File: src/design/five_stage_pipelined_cpu8_macros.svh
// Assertion macros shared by the CPU block.
`ifndef FIVE_STAGE_PIPELINED_CPU8_MACROS_SVH
`define FIVE_STAGE_PIPELINED_CPU8_MACROS_SVH

// Same-cycle implication, disabled while reset is asserted.
`define FSPC8_ASSERT_NOW(lbl, clk, rst_n, ante, cons) \
  lbl: assert property (@(posedge clk) disable iff (!rst_n) (ante) |-> (cons)) \
    else $error("assertion failed");

// Next-cycle implication, disabled while reset is asserted.
`define FSPC8_ASSERT_NEXT(lbl, clk, rst_n, ante, cons) \
  lbl: assert property (@(posedge clk) disable iff (!rst_n) (ante) |=> (cons)) \
    else $error("assertion failed");

`endif

File: src/design/fspc8_pkg.sv
// Package: types, codes and helpers of the 8-bit pipelined CPU.
package fspc8_pkg;

  localparam int MEM_BYTES = 256;
  localparam int NUM_REGS  = 16;
  localparam int CNT_NUM   = 8;

  localparam logic [7:0] CLR_LAST = 8'(MEM_BYTES - 1);

  // item kinds
  localparam logic [2:0] KIND_LD_INSTR = 3'd0;
  localparam logic [2:0] KIND_LD_DATA  = 3'd1;
  localparam logic [2:0] KIND_LD_REG   = 3'd2;
  localparam logic [2:0] KIND_TICK     = 3'd3;
  localparam logic [2:0] KIND_RD_DATA  = 3'd4;
  localparam logic [2:0] KIND_RD_REG   = 3'd5;

  // opcodes
  localparam logic [3:0] OP_ADD  = 4'd0;
  localparam logic [3:0] OP_SUB  = 4'd1;
  localparam logic [3:0] OP_MUL  = 4'd2;
  localparam logic [3:0] OP_INC  = 4'd3;
  localparam logic [3:0] OP_AND  = 4'd4;
  localparam logic [3:0] OP_OR   = 4'd5;
  localparam logic [3:0] OP_NOT  = 4'd6;
  localparam logic [3:0] OP_XOR  = 4'd7;
  localparam logic [3:0] OP_LD   = 4'd8;
  localparam logic [3:0] OP_ST   = 4'd9;
  localparam logic [3:0] OP_JMP  = 4'd10;
  localparam logic [3:0] OP_BEQZ = 4'd11;
  localparam logic [3:0] OP_HALT = 4'd15;

  // statistics counter slots
  localparam int CNT_CYC    = 0;
  localparam int CNT_ARITH  = 1;
  localparam int CNT_LOGIC  = 2;
  localparam int CNT_DATA   = 3;
  localparam int CNT_CTRL   = 4;
  localparam int CNT_HALT   = 5;
  localparam int CNT_RAW    = 6;
  localparam int CNT_CSTALL = 7;

  typedef logic [CNT_NUM-1:0][31:0] cnt_arr_t;

  typedef enum logic [3:0] {
    PH_IDLE,
    PH_CLEAR,
    PH_DISPATCH,
    PH_RD,
    PH_WB,
    PH_MEMRD,
    PH_MEM,
    PH_EX,
    PH_IDA,
    PH_IDB,
    PH_ID
  } phase_e;

  typedef struct packed {
    logic       accept;
    phase_e     phase;
    logic [7:0] clr_addr;
  } cmd_t;

  typedef struct packed {
    logic [2:0] kind;
    logic       halted;
  } sts_t;

  // saturating add of a small increment
  function automatic logic [31:0] sat_add(input logic [31:0] v, input logic [1:0] n);
    logic [32:0] s;
    s = {1'b0, v} + {31'd0, n};
    return s[32] ? '1 : s[31:0];
  endfunction

endpackage

File: src/design/fspc8_ctrl.sv
// Controller: sequences clearing, item dispatch and the stage phases of a tick.
module fspc8_ctrl (
  input  logic              clk_i,
  input  logic              rst_ni,
  input  logic              start_i,
  input  fspc8_pkg::sts_t   sts_i,
  output fspc8_pkg::cmd_t   cmd_o,
  output logic              busy_o,
  output logic              done_o
);

  typedef enum logic [3:0] {
    S_CLEAR,
    S_IDLE,
    S_DISPATCH,
    S_RD,
    S_WB,
    S_MEMRD,
    S_MEM,
    S_EX,
    S_IDA,
    S_IDB,
    S_ID,
    S_DONE
  } state_e;

  state_e     state_q;
  logic [7:0] clr_q;
  logic       busy_q;
  logic       done_q;
  logic       accept;

  assign accept = start_i & ~busy_q;

  always_ff @(posedge clk_i or negedge rst_ni) begin
    if (!rst_ni) begin
      state_q <= S_CLEAR;
      clr_q   <= '0;
      busy_q  <= 1'b1;
      done_q  <= 1'b0;
    end else begin
      case (state_q)
        S_CLEAR: begin
          clr_q <= clr_q + 8'd1;
          if (clr_q == fspc8_pkg::CLR_LAST) begin
            state_q <= S_IDLE;
            busy_q  <= 1'b0;
          end
        end
        S_IDLE, S_DONE: begin
          done_q <= 1'b0;
          if (accept) begin
            state_q <= S_DISPATCH;
            busy_q  <= 1'b1;
          end else begin
            state_q <= S_IDLE;
          end
        end
        S_DISPATCH: begin
          if (sts_i.kind == fspc8_pkg::KIND_RD_DATA || sts_i.kind == fspc8_pkg::KIND_RD_REG)
          begin
            state_q <= S_RD;
          end else if (sts_i.kind == fspc8_pkg::KIND_TICK && !sts_i.halted) begin
            state_q <= S_WB;
          end else begin
            state_q <= S_DONE;
            busy_q  <= 1'b0;
            done_q  <= 1'b1;
          end
        end
        S_WB:    state_q <= S_MEMRD;
        S_MEMRD: state_q <= S_MEM;
        S_MEM:   state_q <= S_EX;
        S_EX:    state_q <= S_IDA;
        S_IDA:   state_q <= S_IDB;
        S_IDB:   state_q <= S_ID;
        S_RD, S_ID: begin
          state_q <= S_DONE;
          busy_q  <= 1'b0;
          done_q  <= 1'b1;
        end
        default: begin
          state_q <= S_IDLE;
          busy_q  <= 1'b0;
          done_q  <= 1'b0;
        end
      endcase
    end
  end

  always_comb begin
    cmd_o.accept   = accept;
    cmd_o.clr_addr = clr_q;
    case (state_q)
      S_CLEAR:    cmd_o.phase = fspc8_pkg::PH_CLEAR;
      S_DISPATCH: cmd_o.phase = fspc8_pkg::PH_DISPATCH;
      S_RD:       cmd_o.phase = fspc8_pkg::PH_RD;
      S_WB:       cmd_o.phase = fspc8_pkg::PH_WB;
      S_MEMRD:    cmd_o.phase = fspc8_pkg::PH_MEMRD;
      S_MEM:      cmd_o.phase = fspc8_pkg::PH_MEM;
      S_EX:       cmd_o.phase = fspc8_pkg::PH_EX;
      S_IDA:      cmd_o.phase = fspc8_pkg::PH_IDA;
      S_IDB:      cmd_o.phase = fspc8_pkg::PH_IDB;
      S_ID:       cmd_o.phase = fspc8_pkg::PH_ID;
      default:    cmd_o.phase = fspc8_pkg::PH_IDLE;
    endcase
  end

  assign busy_o = busy_q;
  assign done_o = done_q;

endmodule

File: config.mk
export PLATFORM = sky130hd
export DESIGN_NAME = fspc8_ctrl
export DESIGN_NICKNAME = d
export VERILOG_FILES = /design/src/design/five_stage_pipelined_cpu8_macros.svh /design/src/design/fspc8_pkg.sv /design/src/design/fspc8_ctrl.sv
export SDC_FILE = /design/constraint.sdc
export NUM_CORES = 1
export LEC_CHECK = 0
export ABC_AREA = 1
export BUFFER_PORTS_ARGS = -buffer_cell sky130_fd_sc_hd__buf_2
export CAP_MARGIN = 20
export CORE_AREA = 2 2 48 50
export CTS_BUF_LIST = sky130_fd_sc_hd__clkbuf_4
export CTS_CLUSTER_DIAMETER = 60
export DETAILED_ROUTE_END_ITERATION = 8
export DIE_AREA = 0 0 50 52
export GPL_TIMING_DRIVEN = 1
export PLACE_DENSITY_LB_ADDON = 0.05
export SLEW_MARGIN = 20
export SYNTH_ARGS = -nofsm -noshare
export SYNTH_HDL_FRONTEND = slang
export SYNTH_SLANG_ARGS = --single-unit
File: constraint.sdc
create_clock -name clk_i -period 1.7 [get_ports clk_i]
set_clock_uncertainty 0.1 [all_clocks]
set_input_delay 0.085 -clock clk_i [delete_from_list [all_inputs] [get_ports clk_i]]
set_output_delay 0.085 -clock clk_i [all_outputs]
set_load 0.01 [all_outputs]
# Yosys cells after proc, flatten, opt, wreduce, memory -nomap -nowiden
# Memory sizes are Yosys's and may differ from the RTL's.
# Cells that the tools add are included.
# word_totals
ff_bits	14
mem_bits_ro	64
input_bits	7
out_inout_bits	15
wordCells	52
mem_count	1
# op_classes
n_addsub	1
n_eq_ne	19
mux	13
n_bitwise	4
reduce_logical	10
# mem_list
name	depth	word_bits	rd	rd_ports_with_merged_regs	wr	line_no	text
(no name shown)	16	4	1	0	0	fspc8_ctrl.sv:94	case (state_q)
# op_table
op	count
$pmux W4 S10	1
$eq A4 B3 Y1 const B	4
$eq A4 B4 Y1 const B	4
$mux W4	3
$add A8 B1 Y8 const B	1
$eq A4 B2 Y1 const B	2
$eq A8 B8 Y1 const B	1
$ne A2 B2 Y1 const B	4
$reduce_or A7 Y1	1
$eq A3 B3 Y1 const B	2
$mux W1	6
$reduce_or A6 Y1	1
$reduce_and A5 Y1	1
$eq A4 B1 Y1 const B	1
$logic_not A4 Y1	1
$pmux W1 S4	1
$reduce_or A2 Y1	2
$eq A3 B2 Y1 const B	1
$not A1 Y1	3
$pmux W1 S3	1
$reduce_and A3 Y1	1
$mux W2	1
$and A1 B1 Y1	1
$logic_and A1 B1 Y1	1
2 further kinds	2

# Logic depth before layout (Yosys ltp)
# depth
ltp_word	5
depth_mapped	11
ltp_nobuf	11

# Worst setup path after synthesis
# OpenSTA, ideal clock, no wires.
# synth_timing
path_type	register to register
start	register state_q[0]
end	register done_q (netlist: done_o)
setup_time_ns	0.123
arrival_ns	1.256
t_required_ns	1.477
slack_ns	0.221
path_stages_with_launch	9
n_path_buf	0
period_less_slack_ns	1.479
cell_sequence	dfrtp_1 > inv_1 > ha_1 > nor2_1 > nand2_1 > nand2_1 > nand3_2 > o21ai_0 > nand2_1
# synth_between
elab_chain_cells	4
elab_cells_between_ends	17
cone_classes	eq/ne (11); mux (1); bitwise (1); reduce/logical (4)
# synth_rtl
item	line_no	text
start: declaration	fspc8_ctrl.sv:27	state_e state_q;
start signal: assignment	fspc8_ctrl.sv:37	state_q <= S_CLEAR;
start signal: assignment	fspc8_ctrl.sv:46	state_q <= S_IDLE;
start signal: assignment	fspc8_ctrl.sv:53	state_q <= S_DISPATCH;
$eq A4 B4 Y1, or another cell as far along	fspc8_ctrl.sv:42	case (state_q)
$reduce_or A7 Y1 (no source line)	-	
$not A1 Y1 (no source line)	-	
$reduce_and A3 Y1 (no source line)	-	
end signal: assignment	fspc8_ctrl.sv:40	done_q <= 1'b0;
end signal: assignment	fspc8_ctrl.sv:51	done_q <= 1'b0;
end signal: assignment	fspc8_ctrl.sv:68	done_q <= 1'b1;
end: declaration	fspc8_ctrl.sv:30	logic done_q;
# Several ways; a longest one is shown, not always the timed one.
# A chain may end at the register's enable or synchronous reset.

==> summary.md <==
| Metric | Value |
|---|---|
| Status | completed |
| Tcrit/Tclk final | 95.48% |
| WP depth | 4 |
| Most instantiated cells after synthesis | nand2_1, inv_1, dfrtp_1, nor2_1, nand3_1 |
| Post-synth cell types | 25 |
| Die area | between 2000 and 3000 um^2 |
| First-pass GRT wire length | approximately 3600 um |
| Clock network latency to the later pin of the worst-skew pair | about 270 ps |
| CP Launch Point | state_q[1] |
| # port buffers | 21 |
| Wire per inst | 11.19 um |
| Number of buffers created by CTS | 3 |
| Die X | ~50 um |
| Worst R2R End | state_q[1] |
| Clock-pin transition on the worst setup and hold timing paths | around 90 ps |
| VDD IR max | about 0.95 mV |
| Kind of start point of the critical path | flip-flop |
| Ys async rst share | between 90% and 100% |
| Worst path required time | roughly 1500 ps |
| Cells after synthesis | about 130 |
| FILL cells | 215 |
| Clock sink count | 14 |
| Synth Register Bits | 14 |
| Fmax | between 0.6 and 0.7 GHz |
| Max transition margin | 76.28% |
| Gr usage total | between 10% and 20% |
| Synth warn | 0 |
| Crit path cell chain | inv_2, ha_2, o221ai_1, buf_2 |
| Crit-path max FO | 4 |
| Reg2Reg Setup Slack | about 110 ps |
| Final number of max-transition violations | 0 |
| Critical R2R Launch | state_q[1] |
| Routability cong. | about 0.81 |
| Synthesis-to-layout area growth | 22.17% |
| Cell row count | 17 |
| Largest delay share family, worst path | flip-flops |
| Vias per cell | about 4.7 |
| Clock Path Buffers | 2 |
| CTS root buf | clkbuf_4 |
| Largest net degree at the start of global routing | 15 |
| Main flop type after synthesis | dfrtp_1 |
| Count leader, synth | nand2_1 |
| P_leak | 0.7025 nW |
| Maximum level of the CTS H-tree | 1 |
| Placed cell area | 1115 um^2 |
| Final WL | 2070 um |
| Number of enable flip-flop cells after synthesis | 0 |
| Nets | 170 |
| Vias | 876 |
| Dpl cells | 178 |
| Final core occ | between 50 and 60% |
| DP Wirelength | ~1700 um |
| Slowest CP cell | dfrtp_1 |
| Type of the worst setup path | flip-flop to output port |
| Crit path capture type | output port |
| Initial antenna violation count | 0 |
| TritonCTS clock tree | yes |
| Drt initial violations | 12 |
| Synth Area per Inst | around 7.6 um^2 |
| Tmin final | about 1600 ps |
| Critical path data arrival time | approximately 1400 ps |
| Ranking of synthesized cells by area | dfrtp_1, nand2_1, inv_1, ha_1, nand3_1 |
| Worst Hold Class | input port to flip-flop |
| Fin. Hold Viols | 0 |
| Post-Syn Nets | 143 |
| Starting density of the core | 47.18% |
| Core ar. | around 2100 um^2 |
| Total grt overflow | 0 |
| Vias in the first global route | 828 |
| Power per standard cell area | between 1500 and 2000 nW/um^2 |
| Final cell count without fillers | 185 |
| First-pass detailed-route iteration total | 6 |
| Fin area | approximately 1200 um^2 |
| Max cap viols | 0 |
| I/O Pins | 22 |
| Critical path buffers and inverters | 2 |
| Tot Pwr | around 0.0021 W |
| Sequential fraction of the synthesis area | 35.39% |
| Setup crit end | cmd_o[8] |
| Die height | about 52 um |
| Largest stage delay on the critical path | ~440 ps |
| Share of cells above drive strength 1 | 33.12% |
| DRC errors left | 0 |
| Syn Std Cell Area | approximately 1000 um^2 |
| Share of the synthesized area in the top cell type | 32.75% |
| Worst R2R Path Depth | 7 |
| Area leader, netlist | dfrtp_1 |
| Antenna diode count | 0 |
| Antenna viol nets, final | 0 |
| Setup violations, final | 0 |
| Measured slew at the worst slew-check pin | around 360 ps |
metrics by stage:
| stage | worst slack, ps | TNS [ps] | hold slack, ps |
|---|---|---|---|
| global route | -2.611 | -2.611 | 24.10 |
| finish | 76.81 | 0 | 32.58 |
| detailed placement | 26.72 | 0 | -100.8 |
| floorplan | 220.8 | 0 | -310.6 |
| global placement | 52.97 | 0 | -107.2 |
| CTS | 16.86 | 0 | 33.56 |
sequential cells by signal, indices dropped and copies added, names as in the netlist:
signal	flops
busy_o	1
done_o	1
state_q	4
clr_q	8
per-layer routing:
| metal | track usage (%) | vias to the layer above | wire length (um) |
|---|---|---|---|
| met3 | 2.011 | 2 | 68 |
| li1 | - | 456 | - |
| met5 | 0 | - | 0 |
| met2 | 32.24 | 21 | 1080 |
| met4 | 7.870 | 0 | 12 |
| met1 | 22.20 | 397 | 908 |
kinds of logic after synthesis:
| logic type | Yosys count | synth area share (%) |
|---|---|---|
| compound gates | 11 | 7.306 |
| xor+xnor | 7 | 6.171 |
| fa+ha+maj | 5 | 6.297 |
| flops | 14 | 35.39 |
| mux | 1 | 1.133 |
| simple gates | 70 | 33.88 |
| buf+inv | 23 | 9.823 |
worst min path at each step:
stage	startpoint	endpoint	slack [ps]	depth (start not counted)
after floorplan	rst_ni	clr_q[0]	-310	0
after global routing	sts_i[0]	state_q[2]	20	4
after detailed placement	rst_ni	clr_q[0]	-100	1
final	sts_i[0]	state_q[2]	30	4
after global placement	rst_ni	clr_q[1]	-110	1
after CTS	sts_i[0]	state_q[2]	30	4
cell usage in the layout, fill, tap and decap left out:
cell / netlist / final
mux2_2: 1 / 1
nand2_1: 37 / 36
nor2_4: 1 / 1
a21oi_4: 1 / 1
ha_2: 0 / 2
xnor2_1: 3 / 3
dfrtp_1: 13 / 12
a21oi_1: 2 / 2
xor2_1: 4 / 4
o21ai_0: 4 / 2
inv_2: 3 / 4
inv_4: 0 / 1
dfstp_2: 1 / 1
nor3_4: 2 / 2
dfrtp_2: 0 / 1
ha_4: 0 / 2
o21a_1: 1 / 1
nor2_1: 13 / 12
inv_1: 18 / 16
o221ai_1: 1 / 1
o21ai_1: 2 / 4
nand2_2: 2 / 3
nand3_2: 2 / 3
nand3_1: 11 / 10
nand2_4: 1 / 1
buf_2: 0 / 21
ha_1: 5 / 1
clkbuf_4: 0 / 4
buf_4: 1 / 2
dlygate4sd3_1: 0 / 1
nor2_2: 1 / 2
power breakdown:
group / internal [W] / total (W) / switching, W
Clock: 0.000107 / 0.000211 / 0.000104
Sequential: 0.000467 / 0.000626 / 0.000159
Combinational: 0.000518 / 0.00127 / 0.000753
Total: 0.00109 / 0.00211 / 0.00102
final cells by class:
| cell class | instances | area [um^2] | share of cell area, % |
|---|---|---|---|
| well taps | 28 | 35.03 | 2.887 |
| flip-flops and latches | 14 | 352.8 | 29.07 |
| multi-input cells | 94 | 584.3 | 48.14 |
| inverters | 21 | 81.33 | 6.701 |
| clock buffers | 4 | 30.03 | 2.474 |
| repair buffers | 24 | 130.1 | 10.72 |
tightest hold or removal path, cell delays in order:
cell and delay [ps]:
buf_2 80, nor2_1 40, nand3_1 90, a21oi_1 70
what timing repair did:
item,CTS,global route
pin swaps,0,0
setup buffers,2,0
setup endpoints to repair,1,9
hold endpoints to repair,14,0
resized for setup,0,15
hold buffers,1,0
Power figures use the tool's default switching activity.
